$ cat src/rtl/core/bui_pkg.sv
// Shared types and constants for the bounded uniform integer mapper.
package bui_pkg;

   localparam int DataWidth   = 32;
   localparam int ProdWidth   = 2 * DataWidth;
   localparam int CsrIdxWidth = 8;

   localparam logic [CsrIdxWidth-1:0] CsrLowLimit  = 8'd0;
   localparam logic [CsrIdxWidth-1:0] CsrHighLimit = 8'd1;

   localparam logic signed [DataWidth-1:0] LowLimitReset  = 32'sd0;
   localparam logic signed [DataWidth-1:0] HighLimitReset = 32'sd255;

   // config register -> ordered limits -> span flags -> remainder unit load
   localparam logic [1:0] SettleCycles = 2'd3;

   localparam int DivCntWidth = 5;
   localparam logic [DivCntWidth-1:0] DivLastStep = 5'd31;

   localparam int FifoPtrWidth = 2;
   localparam int FifoDepth    = 4;
   localparam int FifoCntWidth = FifoPtrWidth + 1;
   localparam logic [FifoCntWidth-1:0] FifoFullCount = 3'd4;

   typedef enum logic {
      KIND_DIRECT,
      KIND_LEMIRE
   } item_kind_type;

   // queue entry: finished value for direct items, raw word for multiply items
   typedef struct packed {
      item_kind_type         kind;
      logic [DataWidth-1:0]  data;
   } item_type;

   typedef struct packed {
      logic                  ready;
      logic                  full;
      logic                  pow2;
      logic [DataWidth-1:0]  low;
      logic [DataWidth-1:0]  mask;
      logic [DataWidth-1:0]  bound;
      logic [DataWidth-1:0]  threshold;
   } cfg_type;

endpackage

$ cat src/rtl/core/bui_cfg.sv
// Limit registers, derived span values and the serial rejection-threshold unit.
module bui_cfg (
   input  logic                            clock,
   input  logic                            reset,
   input  logic                            csr_valid,
   output logic                            csr_ready,
   input  logic [bui_pkg::CsrIdxWidth-1:0] csr_index,
   input  logic [bui_pkg::DataWidth-1:0]   csr_data,
   output bui_pkg::cfg_type                cfg
);
   import bui_pkg::*;

   logic signed [DataWidth-1:0] low_ff, low_in;
   logic signed [DataWidth-1:0] high_ff, high_in;
   logic [DataWidth-1:0]        lo_a_ff, lo_a_in;
   logic [DataWidth-1:0]        span_a_ff, span_a_in;
   logic [DataWidth-1:0]        lo_b_ff, lo_b_in;
   logic [DataWidth-1:0]        mask_b_ff, mask_b_in;
   logic [DataWidth-1:0]        bound_ff, bound_in;
   logic                        pow2_ff, pow2_in;
   logic                        full_ff, full_in;
   logic [1:0]                  hold_ff, hold_in;
   logic                        busy_ff, busy_in;
   logic [DivCntWidth-1:0]      cnt_ff, cnt_in;
   logic [DataWidth-1:0]        rem_ff, rem_in;
   logic [DataWidth-1:0]        dvd_ff, dvd_in;
   logic                        csr_write;
   logic                        swap;
   logic [DataWidth:0]          shifted;
   logic [DataWidth:0]          trial;

   assign csr_ready = 1'b1;
   assign csr_write = csr_valid & csr_ready;

   always_comb begin
      low_in  = low_ff;
      high_in = high_ff;
      if (csr_write && csr_index == CsrLowLimit) begin
         low_in = csr_data;
      end
      if (csr_write && csr_index == CsrHighLimit) begin
         high_in = csr_data;
      end
   end

   // order the limits, span minus one is the unsigned difference
   always_comb begin
      swap      = low_ff > high_ff;
      lo_a_in   = swap ? high_ff : low_ff;
      span_a_in = swap ? DataWidth'(low_ff - high_ff) : DataWidth'(high_ff - low_ff);
      lo_b_in   = lo_a_ff;
      mask_b_in = span_a_ff;
      bound_in  = span_a_ff + 32'd1;
      pow2_in   = ((span_a_ff + 32'd1) & span_a_ff) == '0;
      full_in   = &span_a_ff;
   end

   // restoring remainder of (2^32 - bound) by bound, one bit a cycle
   always_comb begin
      hold_in = (hold_ff != 2'd0) ? hold_ff - 2'd1 : hold_ff;
      busy_in = busy_ff;
      cnt_in  = cnt_ff;
      rem_in  = rem_ff;
      dvd_in  = dvd_ff;
      shifted = {rem_ff, dvd_ff[DataWidth-1]};
      trial   = shifted - {1'b0, bound_ff};
      if (csr_write) begin
         hold_in = SettleCycles;
         busy_in = 1'b0;
      end else if (hold_ff == 2'd1) begin
         busy_in = 1'b1;
         cnt_in  = '0;
         rem_in  = '0;
         dvd_in  = 32'd0 - bound_ff;
      end else if (busy_ff) begin
         dvd_in = {dvd_ff[DataWidth-2:0], 1'b0};
         rem_in = trial[DataWidth] ? shifted[DataWidth-1:0] : trial[DataWidth-1:0];
         cnt_in = cnt_ff + 5'd1;
         if (cnt_ff == DivLastStep) begin
            busy_in = 1'b0;
         end
      end
   end

   always_ff @(posedge clock) begin
      if (reset) begin
         low_ff  <= LowLimitReset;
         high_ff <= HighLimitReset;
         hold_ff <= SettleCycles;
         busy_ff <= 1'b0;
      end else begin
         low_ff  <= low_in;
         high_ff <= high_in;
         hold_ff <= hold_in;
         busy_ff <= busy_in;
      end
   end

   always_ff @(posedge clock) begin
      lo_a_ff   <= lo_a_in;
      span_a_ff <= span_a_in;
      lo_b_ff   <= lo_b_in;
      mask_b_ff <= mask_b_in;
      bound_ff  <= bound_in;
      pow2_ff   <= pow2_in;
      full_ff   <= full_in;
      cnt_ff    <= cnt_in;
      rem_ff    <= rem_in;
      dvd_ff    <= dvd_in;
   end

   always_comb begin
      cfg.ready     = (hold_ff == 2'd0) && !busy_ff;
      cfg.full      = full_ff;
      cfg.pow2      = pow2_ff;
      cfg.low       = lo_b_ff;
      cfg.mask      = mask_b_ff;
      cfg.bound     = bound_ff;
      cfg.threshold = rem_ff;
   end

endmodule

$ cat src/rtl/core/bui_front.sv
// Input stage: accepts random words and classifies them by range kind.
module bui_front (
   input  logic                          clock,
   input  logic                          reset,
   input  bui_pkg::cfg_type              cfg,
   input  logic                          req_tvalid,
   output logic                          req_tready,
   input  logic [bui_pkg::DataWidth-1:0] req_tdata,
   output logic                          push,
   output bui_pkg::item_type             push_item,
   input  logic                          fifo_full
);
   import bui_pkg::*;

   logic     valid_ff, valid_in;
   item_type item_ff, item_in;
   logic     accept;

   assign push       = valid_ff && !fifo_full;
   assign push_item  = item_ff;
   assign req_tready = cfg.ready && (!valid_ff || !fifo_full);
   assign accept     = req_tvalid && req_tready;

   // full range and power-of-two spans finish here; others go to the multiplier
   always_comb begin
      valid_in = accept || (valid_ff && !push);
      item_in  = item_ff;
      if (accept) begin
         if (cfg.full) begin
            item_in.kind = KIND_DIRECT;
            item_in.data = req_tdata;
         end else if (cfg.pow2) begin
            item_in.kind = KIND_DIRECT;
            item_in.data = cfg.low + (req_tdata & cfg.mask);
         end else begin
            item_in.kind = KIND_LEMIRE;
            item_in.data = req_tdata;
         end
      end
   end

   always_ff @(posedge clock) begin
      if (reset) begin
         valid_ff <= 1'b0;
      end else begin
         valid_ff <= valid_in;
      end
   end

   always_ff @(posedge clock) begin
      item_ff <= item_in;
   end

endmodule

$ cat src/rtl/core/bui_fifo.sv
// Short queue between the classify stage and the multiply stage.
module bui_fifo (
   input  logic              clock,
   input  logic              reset,
   input  logic              push,
   input  bui_pkg::item_type push_item,
   output logic              full,
   input  logic              pop,
   output bui_pkg::item_type pop_item,
   output logic              empty
);
   import bui_pkg::*;

   item_type                  mem_ff [FifoDepth];
   logic [FifoPtrWidth-1:0]   wr_ptr_ff, wr_ptr_in;
   logic [FifoPtrWidth-1:0]   rd_ptr_ff, rd_ptr_in;
   logic [FifoCntWidth-1:0]   count_ff, count_in;

   assign full     = count_ff == FifoFullCount;
   assign empty    = count_ff == '0;
   assign pop_item = mem_ff[rd_ptr_ff];

   always_comb begin
      wr_ptr_in = push ? wr_ptr_ff + 2'd1 : wr_ptr_ff;
      rd_ptr_in = pop ? rd_ptr_ff + 2'd1 : rd_ptr_ff;
      count_in  = count_ff;
      if (push && !pop) begin
         count_in = count_ff + 3'd1;
      end else if (pop && !push) begin
         count_in = count_ff - 3'd1;
      end
   end

   always_ff @(posedge clock) begin
      if (reset) begin
         wr_ptr_ff <= '0;
         rd_ptr_ff <= '0;
         count_ff  <= '0;
      end else begin
         wr_ptr_ff <= wr_ptr_in;
         rd_ptr_ff <= rd_ptr_in;
         count_ff  <= count_in;
      end
   end

   always_ff @(posedge clock) begin
      if (push) begin
         mem_ff[wr_ptr_ff] <= push_item;
      end
   end

endmodule

$ cat src/rtl/core/bui_back.sv
// Multiply stage, rejection test and output register.
module bui_back (
   input  logic                          clock,
   input  logic                          reset,
   input  bui_pkg::cfg_type              cfg,
   input  logic                          empty,
   input  bui_pkg::item_type             pop_item,
   output logic                          pop,
   output logic                          rsp_tvalid,
   input  logic                          rsp_tready,
   output logic [bui_pkg::DataWidth-1:0] rsp_tdata
);
   import bui_pkg::*;

   logic                  s1_valid_ff, s1_valid_in;
   item_kind_type         s1_kind_ff, s1_kind_in;
   logic [ProdWidth-1:0]  s1_prod_ff, s1_prod_in;
   logic                  out_valid_ff, out_valid_in;
   logic [DataWidth-1:0]  out_data_ff, out_data_in;
   logic                  out_free;
   logic                  s1_go;
   logic                  reject;
   logic [DataWidth-1:0]  value;

   assign out_free = !out_valid_ff || rsp_tready;
   assign s1_go    = s1_valid_ff && out_free;
   assign pop      = !empty && (!s1_valid_ff || s1_go);

   // high half of word * span is the offset into the range
   always_comb begin
      s1_kind_in = s1_kind_ff;
      s1_prod_in = s1_prod_ff;
      if (pop) begin
         s1_kind_in = pop_item.kind;
         if (pop_item.kind == KIND_LEMIRE) begin
            s1_prod_in = ProdWidth'(pop_item.data) * ProdWidth'(cfg.bound);
         end else begin
            s1_prod_in = {pop_item.data, {DataWidth{1'b0}}};
         end
      end
      s1_valid_in = pop || (s1_valid_ff && !s1_go);
   end

   // drop the word when the low half falls in the biased zone
   always_comb begin
      reject = (s1_kind_ff == KIND_LEMIRE) && (s1_prod_ff[DataWidth-1:0] < cfg.threshold);
      value  = s1_prod_ff[ProdWidth-1:DataWidth];
      if (s1_kind_ff == KIND_LEMIRE) begin
         value = s1_prod_ff[ProdWidth-1:DataWidth] + cfg.low;
      end
      out_valid_in = out_valid_ff && !rsp_tready;
      out_data_in  = out_data_ff;
      if (s1_go) begin
         out_valid_in = !reject;
         out_data_in  = value;
      end
   end

   always_ff @(posedge clock) begin
      if (reset) begin
         s1_valid_ff  <= 1'b0;
         out_valid_ff <= 1'b0;
      end else begin
         s1_valid_ff  <= s1_valid_in;
         out_valid_ff <= out_valid_in;
      end
   end

   always_ff @(posedge clock) begin
      s1_kind_ff  <= s1_kind_in;
      s1_prod_ff  <= s1_prod_in;
      out_data_ff <= out_data_in;
   end

   assign rsp_tvalid = out_valid_ff;
   assign rsp_tdata  = out_data_ff;

endmodule

$ cat src/rtl/core/bounded_uniform_int_mapper_unit.sv
// Bounded uniform integer mapper: maps raw 32-bit random words onto a signed
// inclusive range [low, high] without bias. Full-range and power-of-two spans
// map every word; other spans use multiply-and-reject, so some words give no
// result. One word is accepted per cycle while the configuration is ready and
// the classify stage can hand its word on. Each word passes the classify,
// queue, product and output registers; a four-entry queue between the classify
// stage and the 32x32 multiply stage decouples the input from output
// backpressure. After reset and after every configuration write the input is
// held off while the span values settle and the bit-serial threshold unit runs.
module bounded_uniform_int_mapper_unit (
   input  logic                            clock,
   input  logic                            reset,
   // configuration writes
   input  logic                            csr_valid,
   output logic                            csr_ready,
   input  logic [bui_pkg::CsrIdxWidth-1:0] csr_index,
   input  logic [bui_pkg::DataWidth-1:0]   csr_data,
   // random words in
   input  logic                            req_tvalid,
   output logic                            req_tready,
   input  logic [bui_pkg::DataWidth-1:0]   req_tdata,   // [31:0] random_word
   // samples out
   output logic                            rsp_tvalid,
   input  logic                            rsp_tready,
   output logic [bui_pkg::DataWidth-1:0]   rsp_tdata    // [31:0] sample_value
);
   import bui_pkg::*;

   cfg_type  cfg;
   logic     push;
   item_type push_item;
   logic     fifo_full;
   logic     pop;
   item_type pop_item;
   logic     fifo_empty;

   bui_cfg u_cfg (
      .clock     (clock),
      .reset     (reset),
      .csr_valid (csr_valid),
      .csr_ready (csr_ready),
      .csr_index (csr_index),
      .csr_data  (csr_data),
      .cfg       (cfg)
   );

   bui_front u_front (
      .clock      (clock),
      .reset      (reset),
      .cfg        (cfg),
      .req_tvalid (req_tvalid),
      .req_tready (req_tready),
      .req_tdata  (req_tdata),
      .push       (push),
      .push_item  (push_item),
      .fifo_full  (fifo_full)
   );

   bui_fifo u_fifo (
      .clock     (clock),
      .reset     (reset),
      .push      (push),
      .push_item (push_item),
      .full      (fifo_full),
      .pop       (pop),
      .pop_item  (pop_item),
      .empty     (fifo_empty)
   );

   bui_back u_back (
      .clock      (clock),
      .reset      (reset),
      .cfg        (cfg),
      .empty      (fifo_empty),
      .pop_item   (pop_item),
      .pop        (pop),
      .rsp_tvalid (rsp_tvalid),
      .rsp_tready (rsp_tready),
      .rsp_tdata  (rsp_tdata)
   );

endmodule
$ cat config.mk
export PLATFORM = sky130hd
export DESIGN_NAME = bounded_uniform_int_mapper_unit
export DESIGN_NICKNAME = d
export VERILOG_FILES = /design/src/rtl/core/bui_pkg.sv /design/src/rtl/core/bui_cfg.sv /design/src/rtl/core/bui_front.sv /design/src/rtl/core/bui_fifo.sv /design/src/rtl/core/bui_back.sv /design/src/rtl/core/bounded_uniform_int_mapper_unit.sv
export SDC_FILE = /design/constraint.sdc
export NUM_CORES = 2
export LEC_CHECK = 0
export ABC_AREA = 1
export BUFFER_PORTS_ARGS = -buffer_cell sky130_fd_sc_hd__buf_4
export CAP_MARGIN = 20
export CORE_ASPECT_RATIO = 0.7
export CORE_MARGIN = 2
export CORE_UTILIZATION = 55
export CTS_CLUSTER_DIAMETER = 80
export DETAILED_ROUTE_END_ITERATION = 8
export PLACE_DENSITY = 0.71
export SYNTH_ARGS = -nofsm -noshare
export SYNTH_HDL_FRONTEND = slang
export SYNTH_SLANG_ARGS = --single-unit
$ cat constraint.sdc
create_clock -name clock -period 8 [get_ports clock]
set_clock_uncertainty 0.15 [all_clocks]
set_input_delay 0.8 -clock clock [delete_from_list [all_inputs] [get_ports clock]]
set_output_delay 0.8 -clock clock [all_outputs]
set_load 0.01 [all_outputs]
# Yosys cells after proc, flatten, opt, wreduce, memory -nomap -nowiden
# Memory sizes are Yosys's and may differ from the RTL's. A register that Yosys moved wholly into a read port is not among the register bits.
# Cells that the tools add are included.
[op_classes] n_addsub=13 n_mul=1 order_cmp=2 eq_ne=4 n_mux=21 n_bitwise=3 reduce_logical=40
[ops] op="$mux W32" count=8
[ops] op="$add A32 B32 Y32" count=2
[ops] op="$and A32 B32 Y32" count=2
[ops] op="$mul A32 B32 Y64" count=1
[ops] op="$mux W64" count=1
[ops] op="$sub A32 B32 Y32" count=2
[ops] op="$mux W33" count=1
[ops] op="$sub A33 B32 Y33" count=1
[ops] op="$add A32 B1 Y32 const B" count=1
[ops] op="$gt A32 B32 Y1" count=1
[ops] op="$logic_not A32 Y1" count=1
[ops] op="$lt A32 B32 Y1" count=1
[ops] op="$reduce_and A32 Y1" count=1
[ops] op="$sub A1 B32 Y32 const A" count=1
[ops] op="$logic_and A1 B1 Y1" count=14
[ops] op="$logic_not A1 Y1" count=11
[ops] op="$eq A8 B1 Y1 const B" count=1
[ops] op="$logic_not A8 Y1" count=1
[ops] op="$mux W1" count=6
[ops] op="$mux W3" count=2
[ops] op="$reduce_bool A2 Y1" count=3
[ops] op="$add A5 B1 Y5 const B" count=1
[ops] op="$eq A5 B5 Y1 const B" count=1
[ops] op="$logic_or A1 B1 Y1" count=5
[ops] op="13 further kinds" count=15
[word_totals] register_bits=438 ram_bits=132 in_bits=77 out_inout_bits=35 word_cells=111 n_memories=1
[mem_list] memory="u_fifo.mem_ff" depth=4 width=33 rd=1 rd_clocked_by_memory_dff=1 wr=1 line_no="bui_fifo.sv:14" text="item_type mem_ff [FifoDepth];"

# Longest topological paths before layout
[logic_depth] ltp_word=8 mapped_depth=39 depth_no_buf=36

# By module
# Synthesis repeated with hierarchy kept, for this count alone.
[hier_totals] cells_unflattened=9445 hier_area_um2=69973.4
[modules_own_cells] mod="bui_back" instances=1 cells_each=5713 area_each_um2=42344.4 seq_area_each_um2=2952.8
[modules_own_cells] mod="bui_cfg" instances=1 cells_each=2724 area_each_um2=18426.4 seq_area_each_um2=6656.4
[modules_own_cells] mod="bui_fifo" instances=1 cells_each=377 area_each_um2=5375.2 seq_area_each_um2=4144.0
[modules_own_cells] mod="bui_front" instances=1 cells_each=631 area_each_um2=3827.4 seq_area_each_um2=1011.0

# Worst setup path after synthesis
# Ideal clock, no wire load.
[synth_timing] path_type="flip-flop to flip-flop" startpoint="reg (tool-made name)" endpoint="reg u_back.s1_prod_ff[56] (data pin)" setup_ns=0.253 arrival_ns=6.859 t_required_ns=7.597 path_slack_ns=0.739 path_stages_with_launch=35 path_buffers=3 period_less_slack_ns=7.261 cell_sequence="dfxtp_1 inv_1 buf_2 buf_2 nand2_1 nand3_1 nand2_1 clkinv_1 buf_2 nand2_1 fa_1 inv_1 fa_1 inv_1 fa_1 inv_1 fa_1 fa_1 fa_1 fa_1 inv_1 fa_1 inv_1 ha_1 nand2_1 nor2_1 nand2_1 nor3_1 inv_1 nor2_1 nand2_1 nand4_1 nand2_1 nand2_1 nand2_1"
[synth_lines] item="end signal, assigned" line_no="bui_back.sv:71" text="s1_prod_ff <= s1_prod_in;"
[synth_lines] item="end, declared" line_no="bui_back.sv:17" text="logic [ProdWidth-1:0] s1_prod_ff, s1_prod_in;"

# Worst setup path in the final report
[layout_timing] startpoint="reg u_cfg.bound_ff[29]" endpoint="reg u_back.s1_prod_ff[47] (data pin)"
[layout_between] elab_chain_len=2
[layout_lines] item="start, declared" line_no="bui_cfg.sv:19" text="logic [DataWidth-1:0] bound_ff, bound_in;"
[layout_lines] item="start signal, assigned" line_no="bui_cfg.sv:104" text="bound_ff <= bound_in;"
[layout_lines] item="$mul A32 B32 Y64" line_no="bui_back.sv:36" text="s1_prod_in = ProdWidth'(pop_item.data) * ProdWidth'(cfg.bound);"
[layout_lines] item="$mux W64" line_no="bui_back.sv:35" text="if (pop_item.kind == KIND_LEMIRE) begin"
# Every way passes these cells.
# A chain may end at the register's enable or synchronous reset.

==> results_dict.tcl <==
set metrics [dict create \
    cap_violations 0 \
    die_h_um 296 \
    cts_root_buf "clkbuf_16" \
    period_needed_ns 7.91 \
    core_um2 121000 \
    die-width_um 422 \
    die-area_um2 125000 \
    whs_ns 0.163 \
    start_util_pct 55.3 \
    netlist_area_um2 67200 \
    fin_nets 10544 \
    ys_seq_area_share_pct 22.0 \
    max_slew_margin_pct 29.1 \
    setup_viol_count_final 0 \
    status "complete, no violations" \
    insertion_delay_ns 0.71 \
    hold_end "u_back.rsp_tvalid$_SDFF_PP0_" \
    crit_arrival_ns 8.17 \
    grt_usage_pct 41.8 \
    synthArstFlopShare_pct 0 \
    synth_cell_types 54 \
    netlist.area_leader.share_pct 26.9 \
    rsz0062_at_grt "true" \
    routed_via_density 5.65 \
    boundaryPins 112 \
    cts_buffers 61 \
    met2_usage_pct 54.0 \
    ys_top_cells_by_area "fa_1 (27%), edfxtp_1 (15%), nand2_1 (14%), inv_1 (9.5%), ha_1 (9.2%)" \
    worst-setup-path-type "reg -> reg" \
    drc 0 \
    placed_area_um2 72600 \
    yosysWarningCount 0 \
    antenna_found_initial 19 \
    worstSetupStartpointType "register" \
    hp-class "in -> reg" \
    slew_violations 0 \
    yosysMostFrequentCell "nand2_1" \
    tns_ns 0 \
    grt-busiest-layer "met1" \
    holdPathStages 2 \
    clockBufferDepth 3 \
    avgRoutedWirePerCell_um 24.3 \
    grtUsageMet1_pct 60.3 \
    crit_path_max_fanout 11 \
    cp.required_ns 8.26 \
    synth_edf_count 331 \
    reg2reg_slack_ns 0.09 \
    grt-ovfl-total 0 \
    ys_ff_latch 572 \
    min_period_over_period_pct 98.9 \
    use_met3_pct 19.7 \
    rr_worst_depth 26 \
    grt_pass1_vias 58383 \
    worstMarginPinSlew_ns 1.05 \
    netlist.top_cell.by_area "fa_1" \
    finalWeightedCongestion 1.08 \
    hold_start "reset" \
    fillers 11045 \
    hpwl_um 217000 \
    synth_fp_nets 10190 \
    cts.clk_slew.worst_paths_ns 0.07 \
    routed_wl_um 261000 \
    drt_iter0_drc 8103 \
    fmaxAchievable_ghz 0.126 \
    io_buffer_count 110 \
    core.rowCount 107 \
    r2r-end "u_back.s1_prod_ff[47]$_DFFE_PP_" \
    grt_first_pass_wirelength_um 382000 \
    hold_viol 0 \
    syn2layout_area_growth_pct 12.5 \
    grt_max_degree 72 \
    synth_cells 8718 \
    vias 60791 \
    final_cell_area_um2 75600 \
    crit_start "u_cfg.bound_ff[29]$_DFF_P_" \
    ant_nets 0 \
    drive_above_1_share_pct 10.2 \
    syn_area_per_cell_um2 7.70 \
    clock_sink_count 572 \
    cts_tree "built" \
    synth_flop_cell "edfxtp_1" \
    end_kind "register" \
    synth_top_cells_by_count "nand2_1 (2,428), inv_1 (1,695), fa_1 (902)" \
    r2r_start "u_cfg.bound_ff[29]$_DFF_P_" \
    h-tree-depth 2 \
    drtPass1Iterations 7 \
]
==> per-stage QoR <==
stage / worst slack [ns] / utilization (%) / cells
2_1_floorplan: 0.739 / - / 8718
3_3_place_gp: -0.236 / 59.8 / 10627
3_5_place_dp: -0.192 / 59.8 / 10627
4_1_cts: -0.00557 / 61.6 / 10744
5_1_grt: -0.0659 / 62.2 / 10760
6_report: 0.0861 / 62.2 / 10765
==> layer usage <==
layer,vias to the layer above,wire length (um)
met5,-,977
met4,30,9380
met3,568,43700
met2,3867,96800
met1,29164,110000
li1,27162,-
==> logic make-up after synthesis <==
kind of cell / Yosys count / synth area share (%)
buf+inv: 2036 / 11.7
compound gates: 648 / 5.12
mux: 1 / 0.0149
xor+xnor: 84 / 1.10
simple gates: 3981 / 24.0
flops: 572 / 22.0
fa+ha+maj: 1395 / 36.1
other cells: 1 / 0.00558
==> flip-flops by register name, summed over array words and instances (netlist names), 5 cells and up, named ones only <==
name and cells:
u_back.rsp_tdata 32, u_back.s1_prod_ff 64, u_cfg.bound_ff 32, u_cfg.cnt_ff 5
u_cfg.dvd_ff 32, u_cfg.high_ff 32, u_cfg.lo_a_ff 32, u_cfg.lo_b_ff 32
u_cfg.low_ff 32, u_cfg.mask_b_ff 32, u_cfg.mask_b_in 32, u_cfg.rem_ff 32
u_fifo.mem_ff 132, u_front.push_item 33
==> worst max path at each step <==
stage	cells after the start	endpoint	slack, ns
finish	26	u_back.s1_prod_ff[47]$_DFFE_PP_	0.09
CTS	37	u_back.s1_prod_ff[47]$_DFFE_PP_	-0.006
floorplan	34	u_back.s1_prod_ff[56]$_DFFE_PP_	0.74
detailed placement	32	u_back.s1_prod_ff[47]$_DFFE_PP_	-0.19
global placement	35	u_back.s1_prod_ff[47]$_DFFE_PP_	-0.24
global route	35	u_back.s1_prod_ff[34]$_DFFE_PP_	-0.07
==> area by class of cell <==
type	count	area, um2	area share [%]
multi-input cells	6110	45000	59.6
repair buffers	589	5080	6.72
well taps	1635	2050	2.71
clock buffers	77	1620	2.14
diodes	5	12.5	0.0166
flip-flops and latches	572	14800	19.5
inverters	1738	6550	8.66
clock inverters	39	498	0.659
==> critical path, cell delays in order, from the launching register on <==
cell and delay (ns):
dfxtp_1 0.79, inv_1 0.54, nor2_1 0.28, fa_1 0.44, fa_1 0.49, fa_2 0.64
fa_1 0.46, fa_1 0.52, fa_1 0.43, fa_1 0.54, inv_1 0.06, fa_1 0.50
inv_1 0.05, ha_1 0.30, buf_4 0.13, nand2_1 0.10, nor2_1 0.17, inv_1 0.06
nor2_1 0.13, buf_4 0.16, nand2_1 0.11, nor2_1 0.11, nand2_1 0.08, nand4_1 0.10
nand2_1 0.07, nand2_2 0.10, o21ai_2 0.09
==> cell usage in the layout, fill, tap and decap left out, types with 36 or more instances in the layout <==
cell,netlist,layout
inv_2,19,36
nor2_1,893,859
nand2_1,2428,2390
nand2_2,11,48
a21oi_1,325,314
edfxtp_1,331,331
clkbuf_16,0,63
ha_1,493,485
o21ai_0,246,244
nor3_1,50,46
nand3_1,439,432
nand4_1,54,54
inv_1,1695,1677
dfxtp_1,241,238
nor2_2,28,53
fa_1,902,887
buf_4,12,514
xor2_1,52,52
==> timing repair <==
| action | 4_1_cts | 5_1_grt |
|---|---|---|
| hold buffers | 0 | 0 |
| endpoints found under the setup margin | 10 | 45 |
| pin swaps | 0 | 13 |
| gates cloned | 1 | 2 |
| endpoints found under the hold margin | 0 | 0 |
| setup buffers | 0 | 7 |
| resized for setup | 35 | 165 |
Power is not shown: default switching activity piles up to over one toggle a cycle in this logic, so the estimate is an artifact.
